## config.mk

```make
export PLATFORM = sky130hd
export DESIGN_NAME = multimode_pid_controller_core_flat
export DESIGN_NICKNAME = d
export VERILOG_FILES = /design/src/rtl/core/mpid_pkg.sv /design/src/rtl/core/mpid_if.sv /design/src/rtl/core/mpid_cfg.sv /design/src/rtl/core/mpid_mul.sv /design/src/rtl/core/multimode_pid_controller_core.sv /design/src/flat_wrapper.sv
export SDC_FILE = /design/constraint.sdc
export NUM_CORES = 2
export LEC_CHECK = 0
export BUFFER_PORTS_ARGS = -buffer_cell sky130_fd_sc_hd__buf_4
export CAP_MARGIN = 20
export CORE_UTILIZATION = 50
export DETAILED_ROUTE_END_ITERATION = 7
export GPL_ROUTABILITY_DRIVEN = 1
export GPL_TIMING_DRIVEN = 0
export PLACE_DENSITY_LB_ADDON = 0.12
export SETUP_SLACK_MARGIN = 0.4
export SLEW_MARGIN = 20
export SYNTH_ARGS = -nofsm -noshare
export SYNTH_HDL_FRONTEND = slang
export SYNTH_SLANG_ARGS = --single-unit
```

## constraint.sdc

```tcl
create_clock -name clk -period 16.2 [get_ports clk]
set_input_delay 3.24 -clock clk [delete_from_list [all_inputs] [get_ports clk]]
set_output_delay 3.24 -clock clk [all_outputs]
set_load 0.1 [all_outputs]
```

## src/rtl/core/mpid_pkg.sv

```systemverilog
`timescale 1ns / 1ps

package mpid_pkg;

    // Controller constants: integration period (0.05 in Q16.16), derivative
    // scale for the raw law, and the derivative filter weight (0.2 in Q16.16).
    localparam int unsigned CYCLE_Q16        = 3277;
    localparam int unsigned INV_CYCLE        = 20;
    localparam int unsigned FILTER_ALPHA_Q16 = 13107;

    // A Q16.16 gain equal to INV_CYCLE turns the shared gain multiply into a
    // plain integer scale.
    localparam logic [31:0] INV_CYCLE_GAIN = 32'(INV_CYCLE * 65536);

    // Wrap bounds in Q24.8.
    localparam logic signed [33:0] HALF360  = 34'sd46080;
    localparam logic signed [33:0] FULL360  = 34'sd92160;
    localparam logic signed [33:0] HALF3600 = 34'sd460800;
    localparam logic signed [33:0] FULL3600 = 34'sd921600;

    localparam logic [1:0] LAW_POS  = 2'd0;
    localparam logic [1:0] LAW_RAW  = 2'd1;
    localparam logic [1:0] LAW_INCR = 2'd2;
    localparam logic [1:0] LAW_HOLD = 2'd3;

    localparam logic [1:0] SHAPE_NONE   = 2'd0;
    localparam logic [1:0] SHAPE_CLAMP  = 2'd1;
    localparam logic [1:0] SHAPE_OFFSET = 2'd2;

    localparam logic [1:0] WRAP_NONE = 2'd0;
    localparam logic [1:0] WRAP_360  = 2'd1;
    localparam logic [1:0] WRAP_3600 = 2'd2;

    localparam logic [2:0] REG_GAIN_P         = 3'd0;
    localparam logic [2:0] REG_GAIN_I         = 3'd1;
    localparam logic [2:0] REG_GAIN_D         = 3'd2;
    localparam logic [2:0] REG_INTEGRAL_LIMIT = 3'd3;
    localparam logic [2:0] REG_OUTPUT_LIMIT   = 3'd4;
    localparam logic [2:0] REG_DEAD_ZONE      = 3'd5;
    localparam logic [2:0] REG_DRIVE_OFFSET   = 3'd6;
    localparam logic [2:0] REG_MODE_WORD      = 3'd7;

    typedef struct packed {
        logic [31:0]        gain_p;
        logic [31:0]        gain_i;
        logic [31:0]        gain_d;
        logic [30:0]        integral_limit;
        logic [30:0]        output_limit;
        logic [30:0]        dead_zone;
        logic signed [31:0] drive_offset;
        logic [1:0]         law;
        logic [1:0]         shape;
        logic [1:0]         wrap;
        logic               enable;
    } cfg_t;

    typedef enum logic [3:0] {
        S_IDLE,
        S_WRAP,
        S_SUM,
        S_MUL,
        S_WAIT,
        S_FINAL,
        S_OFS,
        S_SHAPE,
        S_DONE
    } seq_state_t;

    function automatic logic signed [31:0] sat32(input logic signed [39:0] v);
        logic signed [31:0] r;
        if (v > 40'sd2147483647)
        begin
            r = 32'sh7FFFFFFF;
        end
        else if (v < -40'sd2147483648)
        begin
            r = 32'sh80000000;
        end
        else
        begin
            r = v[31:0];
        end
        return r;
    endfunction

    function automatic logic signed [47:0] sat48(input logic signed [48:0] v);
        logic signed [47:0] r;
        if (v > 49'sh07FFFFFFFFFFF)
        begin
            r = 48'sh7FFFFFFFFFFF;
        end
        else if (v < -49'sh0800000000000)
        begin
            r = 48'sh800000000000;
        end
        else
        begin
            r = v[47:0];
        end
        return r;
    endfunction

endpackage

```

## src/rtl/core/mpid_if.sv

```systemverilog
`timescale 1ns / 1ps

interface mpid_in_if;
    logic               valid;
    logic               ready;
    logic signed [31:0] setpoint;
    logic signed [31:0] measured;

    modport source (output valid, output setpoint, output measured, input ready);
    modport sink   (input valid, input setpoint, input measured, output ready);
endinterface

interface mpid_out_if;
    logic               valid;
    logic               ready;
    logic signed [31:0] drive;
    logic               clamped;
    logic               active;

    modport source (output valid, output drive, output clamped, output active, input ready);
    modport sink   (input valid, input drive, input clamped, input active, output ready);
endinterface

```

## src/rtl/core/mpid_cfg.sv

```systemverilog
`timescale 1ns / 1ps

module mpid_cfg
    import mpid_pkg::*;
(
    input  logic        clk,
    input  logic        rst_n,
    input  logic        cfg_wr_en,
    input  logic [2:0]  cfg_index,
    input  logic [31:0] cfg_wdata,
    output cfg_t        cfg
);

    cfg_t cfg_reg;

    always_ff @(posedge clk or negedge rst_n)
    begin
        if (!rst_n)
        begin
            cfg_reg.gain_p         <= 32'd4915200;
            cfg_reg.gain_i         <= 32'd49152;
            cfg_reg.gain_d         <= 32'd5242880;
            cfg_reg.integral_limit <= 31'd3413333;
            cfg_reg.output_limit   <= 31'd128000;
            cfg_reg.dead_zone      <= 31'd512;
            cfg_reg.drive_offset   <= '0;
            cfg_reg.law            <= LAW_POS;
            cfg_reg.shape          <= SHAPE_NONE;
            cfg_reg.wrap           <= WRAP_NONE;
            cfg_reg.enable         <= 1'b0;
        end
        else if (cfg_wr_en)
        begin
            unique case (cfg_index)
                REG_GAIN_P:         cfg_reg.gain_p         <= cfg_wdata;
                REG_GAIN_I:         cfg_reg.gain_i         <= cfg_wdata;
                REG_GAIN_D:         cfg_reg.gain_d         <= cfg_wdata;
                REG_INTEGRAL_LIMIT: cfg_reg.integral_limit <= cfg_wdata[30:0];
                REG_OUTPUT_LIMIT:   cfg_reg.output_limit   <= cfg_wdata[30:0];
                REG_DEAD_ZONE:      cfg_reg.dead_zone      <= cfg_wdata[30:0];
                REG_DRIVE_OFFSET:   cfg_reg.drive_offset   <= cfg_wdata;
                REG_MODE_WORD:
                begin
                    cfg_reg.law    <= cfg_wdata[1:0];
                    cfg_reg.shape  <= cfg_wdata[3:2];
                    cfg_reg.wrap   <= cfg_wdata[5:4];
                    cfg_reg.enable <= cfg_wdata[6];
                end
            endcase
        end
    end

    assign cfg = cfg_reg;

endmodule

```

## src/rtl/core/mpid_mul.sv

```systemverilog
`timescale 1ns / 1ps

// Sign-magnitude gain multiply: result = sign(v) * floor(|v| * gain / 65536),
// optionally rounded, saturated to 34 bits. One 32x16 partial product per
// cycle, most significant chunk first.
module mpid_mul
    import mpid_pkg::*;
(
    input  logic               clk,
    input  logic               rst_n,
    input  logic               start,
    input  logic signed [47:0] operand,
    input  logic [31:0]        gain,
    input  logic               rnd,
    output logic               done,
    output logic signed [33:0] result
);

    logic [47:0]        mag_reg;
    logic               neg_reg;
    logic [31:0]        g_reg;
    logic               rnd_reg;
    logic [79:0]        acc_reg;
    logic [1:0]         cnt_reg;
    logic               run_reg;
    logic               fin_reg;
    logic               done_reg;
    logic signed [33:0] result_reg;

    logic [15:0]        chunk;
    logic [47:0]        prod;
    logic [63:0]        quo;
    logic [32:0]        mag_sat;

    always_comb
    begin
        unique case (cnt_reg)
            2'd0:    chunk = mag_reg[47:32];
            2'd1:    chunk = mag_reg[31:16];
            2'd2:    chunk = mag_reg[15:0];
            default: chunk = '0;
        endcase
    end

    assign prod    = g_reg * chunk;
    assign quo     = acc_reg[79:16] + 64'(rnd_reg & acc_reg[15]);
    assign mag_sat = (quo[63:33] != '0) ? {33{1'b1}} : quo[32:0];

    always_ff @(posedge clk or negedge rst_n)
    begin
        if (!rst_n)
        begin
            run_reg  <= 1'b0;
            fin_reg  <= 1'b0;
            done_reg <= 1'b0;
            cnt_reg  <= '0;
        end
        else
        begin
            done_reg <= 1'b0;
            if (start)
            begin
                run_reg <= 1'b1;
                cnt_reg <= '0;
            end
            else if (run_reg)
            begin
                cnt_reg <= cnt_reg + 2'd1;
                if (cnt_reg == 2'd2)
                begin
                    run_reg <= 1'b0;
                    fin_reg <= 1'b1;
                end
            end
            else if (fin_reg)
            begin
                fin_reg  <= 1'b0;
                done_reg <= 1'b1;
            end
        end
    end

    always_ff @(posedge clk)
    begin
        if (start)
        begin
            neg_reg <= operand[47];
            mag_reg <= operand[47] ? 48'(-operand) : operand;
            g_reg   <= gain;
            rnd_reg <= rnd;
            acc_reg <= '0;
        end
        else if (run_reg)
        begin
            acc_reg <= {acc_reg[63:0], 16'd0} + 80'(prod);
        end
        else if (fin_reg)
        begin
            result_reg <= neg_reg ? -$signed({1'b0, mag_sat}) : $signed({1'b0, mag_sat});
        end
    end

    assign done   = done_reg;
    assign result = result_reg;

endmodule

```

## src/rtl/core/multimode_pid_controller_core.sv

```systemverilog
`timescale 1ns / 1ps

// Channel   Port                 Direction  Beat content
// tick      mpid_in_if.sink      in         setpoint, measured (Q24.8)
// ctl       mpid_out_if.source   out        drive (Q24.8), clamped, active
// cfg       cfg_wr_en/index/data in         one register write per enabled cycle
//
// One tick is worked at a time; tick.ready is high only while idle.
// The shared gain multiplier serves five products per enabled positional or
// raw tick and three per incremental tick; hold law and disabled ticks skip it.
// The result sits in an output register, so a new tick is taken while ctl stalls.
// Reset clears the controller history and loads the register defaults.
module multimode_pid_controller_core
    import mpid_pkg::*;
(
    input  logic        clk,
    input  logic        rst_n,
    mpid_in_if.sink     tick,
    mpid_out_if.source  ctl,
    input  logic        cfg_wr_en,
    input  logic [2:0]  cfg_index,
    input  logic [31:0] cfg_wdata
);

    cfg_t cfg;

    seq_state_t state_reg;
    seq_state_t state_next;

    // Controller history.
    logic signed [47:0] sum_reg;
    logic signed [31:0] prev_reg;
    logic signed [31:0] prev2_reg;
    logic signed [31:0] df_reg;
    logic signed [31:0] last_reg;

    // Working registers.
    logic signed [32:0] diff_reg;
    logic signed [31:0] e_reg;
    logic signed [34:0] acc_reg;
    logic signed [31:0] tmp_reg;
    logic [31:0]        kc_reg;
    logic signed [31:0] u_reg;
    logic [2:0]         step_reg;
    logic signed [31:0] res_drive_reg;
    logic               res_clamped_reg;
    logic               res_active_reg;

    logic               out_valid_reg;
    logic signed [31:0] out_drive_reg;
    logic               out_clamped_reg;
    logic               out_active_reg;

    logic               in_acc;
    logic               out_load;
    logic               mul_start;
    logic               mul_done;
    logic signed [33:0] mul_res;
    logic signed [47:0] op_v;
    logic [31:0]        op_g;
    logic               op_rnd;
    logic [2:0]         last_step;

    logic signed [32:0] d_ep;
    logic signed [33:0] d_2nd;
    logic signed [32:0] d_df;
    logic signed [33:0] d34;
    logic signed [33:0] wrapped;
    logic signed [33:0] ilim_s;
    logic signed [33:0] res_ilim;
    logic signed [31:0] res_sat;
    logic signed [31:0] df_new;
    logic signed [31:0] olim_s;
    logic signed [31:0] dz_s;
    logic signed [31:0] shaped;
    logic               cut;

    mpid_cfg u_cfg (
        .clk       (clk),
        .rst_n     (rst_n),
        .cfg_wr_en (cfg_wr_en),
        .cfg_index (cfg_index),
        .cfg_wdata (cfg_wdata),
        .cfg       (cfg)
    );

    mpid_mul u_mul (
        .clk     (clk),
        .rst_n   (rst_n),
        .start   (mul_start),
        .operand (op_v),
        .gain    (op_g),
        .rnd     (op_rnd),
        .done    (mul_done),
        .result  (mul_res)
    );

    assign in_acc = tick.valid && tick.ready;

    // Error and derivative-filter differences fed to the multiplier.
    assign d_ep  = 33'(e_reg) - 33'(prev_reg);
    assign d_2nd = 34'(e_reg) - (34'(prev_reg) <<< 1) + 34'(prev2_reg);
    assign d_df  = 33'(tmp_reg) - 33'(df_reg);
    assign last_step = (cfg.law == LAW_INCR) ? 3'd2 : 3'd4;

    always_comb
    begin
        op_v   = '0;
        op_g   = '0;
        op_rnd = 1'b0;
        unique case (cfg.law)
            LAW_POS:
            begin
                unique case (step_reg)
                    3'd0:    begin op_v = 48'(CYCLE_Q16); op_g = cfg.gain_i; op_rnd = 1'b1; end
                    3'd1:    begin op_v = sum_reg;       op_g = kc_reg; end
                    3'd2:    begin op_v = 48'(d_ep);     op_g = cfg.gain_d; end
                    3'd3:    begin op_v = 48'(d_df);     op_g = 32'(FILTER_ALPHA_Q16); end
                    3'd4:    begin op_v = 48'(e_reg);    op_g = cfg.gain_p; end
                    default: begin op_v = '0;            op_g = '0; end
                endcase
            end
            LAW_RAW:
            begin
                unique case (step_reg)
                    3'd0:    begin op_v = 48'(CYCLE_Q16); op_g = cfg.gain_i; op_rnd = 1'b1; end
                    3'd1:    begin op_v = sum_reg;       op_g = kc_reg; end
                    3'd2:    begin op_v = 48'(e_reg);    op_g = cfg.gain_p; end
                    3'd3:    begin op_v = 48'(d_ep);     op_g = cfg.gain_d; end
                    3'd4:    begin op_v = 48'(tmp_reg);  op_g = INV_CYCLE_GAIN; end
                    default: begin op_v = '0;            op_g = '0; end
                endcase
            end
            LAW_INCR:
            begin
                unique case (step_reg)
                    3'd0:    begin op_v = 48'(d_ep);  op_g = cfg.gain_p; end
                    3'd1:    begin op_v = 48'(e_reg); op_g = cfg.gain_i; end
                    3'd2:    begin op_v = 48'(d_2nd); op_g = cfg.gain_d; end
                    default: begin op_v = '0;         op_g = '0; end
                endcase
            end
            default:
            begin
                op_v = '0;
            end
        endcase
    end

    // Wrap once by a full circle, then saturate.
    assign d34 = 34'(diff_reg);
    always_comb
    begin
        wrapped = d34;
        priority if (cfg.wrap == WRAP_360 && d34 > HALF360)
        begin
            wrapped = d34 - FULL360;
        end
        else if (cfg.wrap == WRAP_360 && d34 < -HALF360)
        begin
            wrapped = d34 + FULL360;
        end
        else if (cfg.wrap == WRAP_3600 && d34 > HALF3600)
        begin
            wrapped = d34 - FULL3600;
        end
        else if (cfg.wrap == WRAP_3600 && d34 < -HALF3600)
        begin
            wrapped = d34 + FULL3600;
        end
        else
        begin
            wrapped = d34;
        end
    end

    assign ilim_s  = {3'b000, cfg.integral_limit};
    assign res_ilim = (mul_res > ilim_s) ? ilim_s : ((mul_res < -ilim_s) ? -ilim_s : mul_res);
    assign res_sat = sat32(40'(mul_res));
    assign df_new  = df_reg + mul_res[31:0];

    assign olim_s = {1'b0, cfg.output_limit};
    assign dz_s   = {1'b0, cfg.dead_zone};
    always_comb
    begin
        shaped = u_reg;
        cut    = 1'b0;
        if (cfg.shape == SHAPE_CLAMP || cfg.shape == SHAPE_OFFSET)
        begin
            priority if (u_reg > olim_s)
            begin
                shaped = olim_s;
                cut    = 1'b1;
            end
            else if (u_reg < dz_s && u_reg > -dz_s)
            begin
                shaped = '0;
            end
            else if (u_reg < -olim_s)
            begin
                shaped = -olim_s;
                cut    = 1'b1;
            end
            else
            begin
                shaped = u_reg;
            end
        end
    end

    // Next state.
    always_comb
    begin
        state_next = state_reg;
        unique case (state_reg)
            S_IDLE:
            begin
                if (in_acc)
                begin
                    state_next = cfg.enable ? S_WRAP : S_DONE;
                end
            end
            S_WRAP:
            begin
                unique case (cfg.law)
                    LAW_POS, LAW_RAW: state_next = S_SUM;
                    LAW_INCR:         state_next = S_MUL;
                    default:          state_next = S_FINAL;
                endcase
            end
            S_SUM:   state_next = S_MUL;
            S_MUL:   state_next = S_WAIT;
            S_WAIT:
            begin
                if (mul_done)
                begin
                    state_next = (step_reg == last_step) ? S_FINAL : S_MUL;
                end
            end
            S_FINAL: state_next = S_OFS;
            S_OFS:   state_next = S_SHAPE;
            S_SHAPE: state_next = S_DONE;
            S_DONE:
            begin
                if (out_load)
                begin
                    state_next = S_IDLE;
                end
            end
            default: state_next = S_IDLE;
        endcase
    end

    // State outputs.
    always_comb
    begin
        tick.ready = (state_reg == S_IDLE);
        mul_start  = (state_reg == S_MUL);
        out_load   = (state_reg == S_DONE) && (!out_valid_reg || ctl.ready);
    end

    always_ff @(posedge clk or negedge rst_n)
    begin
        if (!rst_n)
        begin
            state_reg     <= S_IDLE;
            out_valid_reg <= 1'b0;
            sum_reg       <= '0;
            prev_reg      <= '0;
            prev2_reg     <= '0;
            df_reg        <= '0;
            last_reg      <= '0;
        end
        else
        begin
            state_reg <= state_next;
            if (out_load)
            begin
                out_valid_reg <= 1'b1;
            end
            else if (ctl.ready)
            begin
                out_valid_reg <= 1'b0;
            end
            if (state_reg == S_SUM)
            begin
                sum_reg <= sat48(49'(sum_reg) + 49'(e_reg));
            end
            if (state_reg == S_WAIT && mul_done && cfg.law == LAW_POS && step_reg == 3'd3)
            begin
                df_reg <= df_new;
            end
            if (state_reg == S_FINAL && cfg.law != LAW_HOLD)
            begin
                prev2_reg <= prev_reg;
                prev_reg  <= e_reg;
            end
            if (state_reg == S_SHAPE)
            begin
                last_reg <= shaped;
            end
        end
    end

    always_ff @(posedge clk)
    begin
        unique case (state_reg)
            S_IDLE:
            begin
                diff_reg        <= 33'(tick.setpoint) - 33'(tick.measured);
                res_drive_reg   <= last_reg;
                res_clamped_reg <= 1'b0;
                res_active_reg  <= 1'b0;
            end
            S_WRAP:
            begin
                e_reg    <= sat32(40'(wrapped));
                step_reg <= '0;
                unique case (cfg.law)
                    LAW_POS: acc_reg <= '0;
                    LAW_RAW: acc_reg <= 35'(cfg.drive_offset);
                    default: acc_reg <= 35'(last_reg);
                endcase
            end
            S_WAIT:
            begin
                if (mul_done)
                begin
                    step_reg <= step_reg + 3'd1;
                    if (cfg.law != LAW_INCR && step_reg == 3'd0)
                    begin
                        kc_reg <= mul_res[31:0];
                    end
                    else if (cfg.law == LAW_POS && step_reg == 3'd1)
                    begin
                        acc_reg <= acc_reg + 35'(res_ilim);
                    end
                    else if ((cfg.law == LAW_POS && step_reg == 3'd2)
                             || (cfg.law == LAW_RAW && step_reg == 3'd3))
                    begin
                        tmp_reg <= res_sat;
                    end
                    else if (cfg.law == LAW_POS && step_reg == 3'd3)
                    begin
                        acc_reg <= acc_reg + 35'(df_new);
                    end
                    else
                    begin
                        acc_reg <= acc_reg + 35'(res_sat);
                    end
                end
            end
            S_FINAL:
            begin
                u_reg <= sat32(40'(acc_reg));
            end
            S_OFS:
            begin
                if (cfg.shape == SHAPE_OFFSET)
                begin
                    u_reg <= sat32(40'(u_reg) + 40'(cfg.drive_offset));
                end
            end
            S_SHAPE:
            begin
                res_drive_reg   <= shaped;
                res_clamped_reg <= cut;
                res_active_reg  <= 1'b1;
            end
            default:
            begin
                if (out_load)
                begin
                    out_drive_reg   <= res_drive_reg;
                    out_clamped_reg <= res_clamped_reg;
                    out_active_reg  <= res_active_reg;
                end
            end
        endcase
    end

    assign ctl.valid   = out_valid_reg;
    assign ctl.drive   = out_drive_reg;
    assign ctl.clamped = out_clamped_reg;
    assign ctl.active  = out_active_reg;

endmodule

```

## src/flat_wrapper.sv

```systemverilog
// flat-port wrapper written by rule: the top's interface ports become plain ports
module multimode_pid_controller_core_flat import mpid_pkg::*;
  (clk, rst_n, cfg_wr_en, cfg_index, cfg_wdata, tick_valid, tick_setpoint, tick_measured, tick_ready, ctl_valid, ctl_drive, ctl_clamped, ctl_active, ctl_ready);
  mpid_in_if tick_i ();
  mpid_out_if ctl_i ();
  input  logic clk;
  input  logic rst_n;
  input  logic cfg_wr_en;
  input  logic [2:0] cfg_index;
  input  logic [31:0] cfg_wdata;
  input wire logic [$bits(tick_i.valid)-1:0] tick_valid;
  input wire logic [$bits(tick_i.setpoint)-1:0] tick_setpoint;
  input wire logic [$bits(tick_i.measured)-1:0] tick_measured;
  output wire logic [$bits(tick_i.ready)-1:0] tick_ready;
  output wire logic [$bits(ctl_i.valid)-1:0] ctl_valid;
  output wire logic [$bits(ctl_i.drive)-1:0] ctl_drive;
  output wire logic [$bits(ctl_i.clamped)-1:0] ctl_clamped;
  output wire logic [$bits(ctl_i.active)-1:0] ctl_active;
  input wire logic [$bits(ctl_i.ready)-1:0] ctl_ready;
  assign tick_i.valid = tick_valid;
  assign tick_i.setpoint = tick_setpoint;
  assign tick_i.measured = tick_measured;
  assign tick_ready = tick_i.ready;
  assign ctl_valid = ctl_i.valid;
  assign ctl_drive = ctl_i.drive;
  assign ctl_clamped = ctl_i.clamped;
  assign ctl_active = ctl_i.active;
  assign ctl_i.ready = ctl_ready;
  multimode_pid_controller_core u_core (.clk(clk), .rst_n(rst_n), .tick(tick_i), .ctl(ctl_i), .cfg_wr_en(cfg_wr_en), .cfg_index(cfg_index), .cfg_wdata(cfg_wdata));
endmodule
```

=== Word level (Yosys, flattened, before mapping) ===
Cells that the tools add are included.
W data, S select, Z words.

* Flip-flop bits (word level): 877
* Output and inout bits: 36

* Add/subtract/negate cells: 24
* Multiply operators: 1
* Magnitude comparators: 20
* Equal/unequal tests: 37
* Muxes and demuxes: 70
* Bitwise operators: 6
* Reductions and logical operators: 50

{| class="wikitable"
|+ Operators by type and width
! cell !! count
|-
| $pmux W48 S5 || 2
|-
| $mux W32 || 12
|-
| $pmux W32 S5 || 2
|-
| $pmux W48 S3 || 2
|-
| $mux W34 || 6
|-
| $pmux W32 S3 || 2
|-
| $mux W35 || 5
|-
| $pmux W35 S2 || 2
|-
| $pmux W32 S2 || 2
|-
| $sub A32 B32 Y33 || 3
|-
| $mux W48 || 2
|-
| $add A80 B48 Y80 || 1
|-
| $add A35 B32 Y35 || 2
|-
| $gt A34 B32 Y1 const B || 2
|-
| $lt A34 B32 Y1 const B || 2
|-
| $mux W33 || 2
|-
| $add A64 B1 Y64 || 1
|-
| $gt A32 B32 Y1 || 2
|-
| $lt A32 B32 Y1 || 2
|-
| $neg A31 Y32 || 2
|-
| $add A48 B32 Y49 || 1
|-
| $gt A49 B48 Y1 const B || 1
|-
| $lt A49 B48 Y1 const B || 1
|-
| $mul A32 B16 Y48 || 1
|-
| other kinds (62) || 148
|}

=== Longest topological paths before layout ===
* Depth after elaboration: 10
* Depth in mapped cells: 43

=== Cells and area by module ===
A second synthesis with hierarchy kept.

* Cells, all modules: 9075
* Area total of the unflattened synthesis: 82255.1 um^2

{| class="wikitable"
|+ Modules (own cells, without submodules)
! module !! instances !! cells each !! area each (um^2) !! seq. area each (um^2)
|-
| multimode_pid_controller_core || 1 || 5357 || 44895.6 || 12547.0
|-
| mpid_mul || 1 || 3227 || 28761.3 || 5210.0
|-
| mpid_cfg || 1 || 491 || 8598.2 || 5736.8
|}

=== Least setup slack after synthesis ===
OpenSTA, ideal clock, no wires.

* Path type: register to register
* Start: reg u_core.u_mul.cnt_reg[0]
* End: reg u_core.u_mul.acc_reg[77]
* Library setup time: 0.132 ns
* Arrival: 8.396 ns
* Required time: 16.068 ns
* Path slack: 7.672 ns
* Stages on the path, launching flop included: 33
* Path buffers: 3
* Clock period less this slack: 8.528 ns
* Path through: dfrtp_1 -> inv_1 -> ha_1 -> clkbuf_1 -> clkbuf_1 -> a222oi_1 -> nor2_1 -> clkbuf_1 -> nand2_1 -> fa_1 -> inv_1 -> fa_1 -> fa_1 -> fa_1 -> fa_1 -> inv_1 -> fa_1 -> inv_1 -> ha_1 -> a21o_1 -> a21o_1 -> a221o_1 -> o21a_1 -> a31oi_1 -> o21ai_1 -> a311o_1 -> o211ai_1 -> a211oi_1 -> o41ai_2 -> nor2_1 -> nand4_1 -> xor2_1 -> a21oi_1

* Cells in the longest elaborated chain, start to end: 4

{| class="wikitable"
|+ RTL lines
! what !! RTL line !! source
|-
| start: declaration || mpid_mul.sv:24 || <nowiki>logic [1:0] cnt_reg;</nowiki>
|-
| start signal: assignment || mpid_mul.sv:68 || <nowiki>cnt_reg <= cnt_reg + 2'd1;</nowiki>
|-
| $eq A2 B2 Y1 (tied with other cells) || mpid_mul.sv:37 || <nowiki>unique case (cnt_reg)</nowiki>
|-
| $pmux W16 S3 (*) || mpid_mul.sv:37 ||
|-
| $mul A32 B16 Y48 (*) || mpid_mul.sv:45 || <nowiki>assign prod = g_reg * chunk;</nowiki>
|-
| $add A80 B48 Y80 (*) || mpid_mul.sv:95 || <nowiki>acc_reg <= {acc_reg[63:0], 16'd0} + 80'(prod);</nowiki>
|-
| end signal: assignment || mpid_mul.sv:95 ||
|-
| end: declaration || mpid_mul.sv:23 || <nowiki>logic [79:0] acc_reg;</nowiki>
|}

Every way passes the cells marked *; elsewhere a longest branch is shown, timed or not.
A chain may end at the register's enable or synchronous reset.

=== Worst setup path in the final report ===
* Start: reg u_core.u_mul.cnt_reg[0]
* End: reg u_core.u_mul.acc_reg[65]

Same word-level chain as after synthesis.

==> flow_summary.rst <==
.. list-table::
   :header-rows: 1

   * - Metric
     - Value
   * - Most prevalent standard cell on the critical path
     - sky130_fd_sc_hd__fa_1
   * - Reg-to-reg critical path startpoint
     - u_core.u_mul.cnt_reg[0]
   * - Number of DRC violations after detailed-routing iteration 0
     - ~8,000
   * - R2r setup slk
     - 4.58 ns
   * - Final-report max-slew violation count
     - 0
   * - Time the worst path needs with I/O delays and setup
     - roughly 12 ns
   * - Hold Startpoint
     - u_core.res_drive_reg[6]
   * - Flip-flop count of the largest register, all copies and words added
     - between 200 and 250
   * - Die X
     - a little over 400 µm
   * - Ys Warns
     - 0
   * - Overall overflow remaining after global route
     - 0
   * - Total power per unit cell area
     - 67.5 nW/µm²
   * - Detailed route wirelength on metal3
     - 29.9 mm
   * - Arrival time of the worst setup path
     - approximately 12 ns
   * - Setup WS pre-CTS
     - 4.34 ns
   * - Hold_buf cts
     - 0
   * - Setup crit start kind
     - flop
   * - Number of standard cells after synthesis
     - 9,360
   * - Die area
     - about 170,000 µm²
   * - Compound-gate portion of the synthesized area
     - a little under a fifth
   * - Core Box Area
     - 164,000 µm²
   * - Min-delay worst type
     - reg -> reg
   * - Avg Inst Size Synth
     - 8.85 µm²
   * - Effective utilization at floorplan
     - ~51%
   * - Wire length of the first global-routing pass
     - about 470 mm
   * - Number of library cell types mapped by synthesis
     - between 100 and 150
   * - Relative slew margins
     - 16.7%
   * - Sink count of the clock tree
     - 877
   * - Flip-flop cell with the highest count after synthesis
     - sky130_fd_sc_hd__dfrtp_1
   * - Fmax
     - ~86 MHz
   * - Destination of the worst hold path
     - u_core.ctl.drive[6]
   * - Cell chosen for the clock root
     - sky130_fd_sc_hd__clkbuf_16
   * - Adder and majority cell fraction of the synthesized area
     - approximately a fifth
   * - Share of final-layout standard cells stronger than drive strength 1
     - 7.75%
   * - # setup viols final
     - 0
   * - Parity-gate share of the synthesized area counting xor and xnor cells
     - ~5%
   * - Worst Path Max Fanout
     - 10
   * - Number of core rows
     - ~150
   * - Length of routed met2 wiring
     - 141 mm
   * - Result of the run
     - completed
   * - Most frequent standard cell in the layout excluding fill and tap cells
     - sky130_fd_sc_hd__inv_1
   * - Total global routing track utilization
     - between 30% and 40%
   * - Clock slew seen by the registers of the worst setup and hold paths
     - around 0.06 ns
   * - Max incr delay on CP
     - approximately 0.82 ns
   * - Post-cts repair resize count
     - 0
   * - Count of input and output buffers
     - approximately 140
   * - Worst Setup End Kind
     - flop
   * - Highest signal layer in the routed design
     - met5
   * - EDFF count, synth
     - around 380
   * - Final routed DRC violation total
     - 0
   * - Number of placed I/O pins
     - 140
   * - Setup_tns
     - 0 ns
   * - Overall via count from detail_route
     - between 70,000 and 80,000
   * - Clock skew
     - roughly 0.088 ns
   * - Final worst-path cycle share
     - between 70% and 80%
   * - Combinational family with the most area after synthesis
     - adder cells
   * - Required time at the endpoint of the critical path
     - ~17 ns
   * - Fraction of the mapped netlist area in simple logic gates
     - 15.3%
   * - Post-layout nets
     - 10,800
   * - Commonest cells after routing, fill and taps aside
     - sky130_fd_sc_hd__inv_1 (1,068), sky130_fd_sc_hd__nand2_1 (996), sky130_fd_sc_hd__a21oi_1 (639), sky130_fd_sc_hd__ha_1 (624), sky130_fd_sc_hd__o21ai_0 (579)
   * - Count of cells along the worst register-to-register path
     - 31
   * - Static leakage
     - about 40 nW
   * - Routed vias/inst
     - just over 6
   * - Total of max-cap violations
     - 0
   * - Number of storage elements in the synthesis netlist
     - 877
   * - Number of iterations in the first detailed-routing pass
     - 7
   * - Fraction of the core area covered by cells at the end of the flow
     - between 50% and 60%
   * - Area of the mapped netlist
     - between 80,000 and 90,000 µm²
   * - Critical path type
     - reg -> reg
   * - Total clock buffers created by CTS
     - between 100 and 150
   * - Final worst-path setup slack
     - between 4 and 5 ns
   * - Final antenna-violating net count
     - 0
   * - Routed wirelength normalized by instance count
     - between 20 and 30 µm
   * - CP max-delay cell
     - sky130_fd_sc_hd__nor2_1
   * - Die span in y
     - 409 µm
   * - Asr flop ratio synth
     - roughly 47%
   * - CTS tree
     - yes
   * - RSZ-0062 raised after global routing
     - no
   * - Metal-1 WL
     - about 130 mm
   * - Net count after synthesis
     - between 10,000 and 15,000
   * - Maximum buffer depth of the clock tree
     - 3
   * - Post-CTS repair timing setup buffer count
     - 0
   * - Worst IR Drop VDD
     - between 0.08 and 0.09 mV
   * - Area growth from synthesis to layout
     - 9.55%
   * - Pin count of the biggest net entering global routing
     - slightly below 90
   * - Capture point of the worst reg-to-reg path
     - u_core.u_mul.acc_reg[65]
   * - Antenna violations before repair
     - 24
   * - Final-report hold violation count
     - 0
   * - Portion of the post-synthesis area used by sequential elements
     - 28.4%
   * - Hold Path Cell Cnt
     - 0
   * - Sum of net half-perimeters after detailed placement
     - between 200 and 300 mm
   * - Mux cell area share after synthesis
     - ~4.7%
   * - Later-pin clock latency in the skew report
     - 0.82 ns
   * - Number of H-tree branching levels
     - 3
   * - Transition time at the pin with the least slew margin
     - roughly 1.2 ns
   * - Routed wire length
     - 320 mm
   * - Global placer's final weighted congestion
     - about 1.0
   * - Vias in the first global route
     - between 70,000 and 80,000
==> metal layers <==
metal | up-vias | track usage [%]
met3 | 606 | 7.13
met2 | 3527 | 58.2
met1 | 36600 | 51.8
met5 | - | 0
met4 | 6 | 15.3
li1 | 33200 | -
==> layout make-up <==
type	count	area, µm²
flip-flops and latches	877	23500
repair buffers	158	1420
diodes	2	5.00
clock buffers	136	2890
well taps	2175	2720
plain buffers	457	1780
fillers	15000	72800
multi-input cells	6953	53600
inverters	1073	4030
clock inverters	62	764
==> metrics by stage <==
| step | hold WS [ns] | cell area (µm²) | total power [mW] | cells |
|---|---|---|---|---|
| finish | 0.420 | 90700 | 6.12 | 11900 |
| global route | 0.423 | 90700 | 6.34 | 11900 |
| CTS | 0.420 | 90700 | 6.12 | 11900 |
| detailed placement | 0.405 | 87000 | 3.60 | 11700 |
| global placement | 0.400 | 86600 | 3.57 | 11700 |
| floorplan | 0.400 | 82800 | 3.26 | 9360 |
==> critical path, delay by kind of cell (launching register included) <==
kind                     cells  cell delay (ns)
flip-flops                   1             0.42
AND/OR/NAND/NOR              4             1.54
AO/OA/AOI/OAI               12             3.85
adder cells (fa/ha/maj)      8             3.93
buffers and inverters        6             1.52
XOR/XNOR                     1             0.17
==> worst max-delay path by stage <==
stage / end / cells after the start / start / slack [ns]
CTS: u_core.u_mul.acc_reg[65] / 31 / u_core.u_mul.cnt_reg[0] / 4.30
global placement: u_core.u_mul.acc_reg[65] / 31 / u_core.u_mul.cnt_reg[0] / 4.51
detailed placement: u_core.u_mul.acc_reg[65] / 31 / u_core.u_mul.cnt_reg[0] / 4.34
global route: u_core.u_mul.acc_reg[65] / 31 / u_core.u_mul.cnt_reg[0] / 4.17
finish: u_core.u_mul.acc_reg[65] / 31 / u_core.u_mul.cnt_reg[0] / 4.58
floorplan: u_core.u_mul.acc_reg[77] / 32 / u_core.u_mul.cnt_reg[0] / 7.67
==> cells in the mapped netlist, types with 18 or more instances <==
library cell	number	share of area (%)
sky130_fd_sc_hd__a211oi_1	53	0.48
sky130_fd_sc_hd__a21o_1	245	2.2
sky130_fd_sc_hd__a21oi_1	640	3.9
sky130_fd_sc_hd__a221o_1	18	0.22
sky130_fd_sc_hd__a221oi_1	86	0.91
sky130_fd_sc_hd__a222oi_1	24	0.29
sky130_fd_sc_hd__a22o_1	25	0.26
sky130_fd_sc_hd__a22oi_1	124	1.1
sky130_fd_sc_hd__a31oi_1	89	0.67
sky130_fd_sc_hd__and2_1	242	1.8
sky130_fd_sc_hd__and3_1	65	0.49
sky130_fd_sc_hd__and4_1	23	0.24
sky130_fd_sc_hd__buf_1	41	0.19
sky130_fd_sc_hd__buf_2	22	0.13
sky130_fd_sc_hd__clkbuf_1	389	1.8
sky130_fd_sc_hd__dfrtp_1	389	12
sky130_fd_sc_hd__dfstp_2	25	0.79
sky130_fd_sc_hd__dfxtp_1	80	1.9
sky130_fd_sc_hd__edfxtp_1	383	14
sky130_fd_sc_hd__fa_1	489	12
sky130_fd_sc_hd__ha_1	624	9.4
sky130_fd_sc_hd__inv_1	1069	4.8
sky130_fd_sc_hd__mux2_2	246	3.3
sky130_fd_sc_hd__mux2i_1	113	1.4
sky130_fd_sc_hd__nand2_1	997	4.5
sky130_fd_sc_hd__nand2b_1	75	0.57
sky130_fd_sc_hd__nand3_1	150	0.91
sky130_fd_sc_hd__nand4_1	119	0.90
sky130_fd_sc_hd__nor2_1	514	2.3
sky130_fd_sc_hd__nor2b_1	78	0.59
sky130_fd_sc_hd__nor3_1	139	0.84
sky130_fd_sc_hd__nor4_1	50	0.38
sky130_fd_sc_hd__o211ai_1	36	0.33
sky130_fd_sc_hd__o21a_1	87	0.79
sky130_fd_sc_hd__o21ai_0	579	3.5
sky130_fd_sc_hd__o21ai_1	18	0.11
sky130_fd_sc_hd__o21bai_1	51	0.46
sky130_fd_sc_hd__o221ai_1	31	0.33
sky130_fd_sc_hd__o22ai_1	27	0.20
sky130_fd_sc_hd__o31ai_1	29	0.26
sky130_fd_sc_hd__or2_2	22	0.17
sky130_fd_sc_hd__or3_1	74	0.56
sky130_fd_sc_hd__xnor2_1	307	3.2
sky130_fd_sc_hd__xor2_1	166	1.8
==> kinds of logic (layout without fill, tap and decap cells) <==
family          count (synthesis)  count (layout)
buf+inv                      1530            1886
mux                           359             359
compound gates               2367            2367
flops                         877             877
simple gates                 2640            2640
xor+xnor                      474             474
other cells                     0               2
fa+ha+maj                    1113            1113
==> power breakdown <==
group	switching, mW	internal, mW
clock	1.08	1.45
sequential	0.133	2.45
combinational	0.592	0.417
total	1.81	4.31
Note: power is estimated with default switching activity, not from simulation.
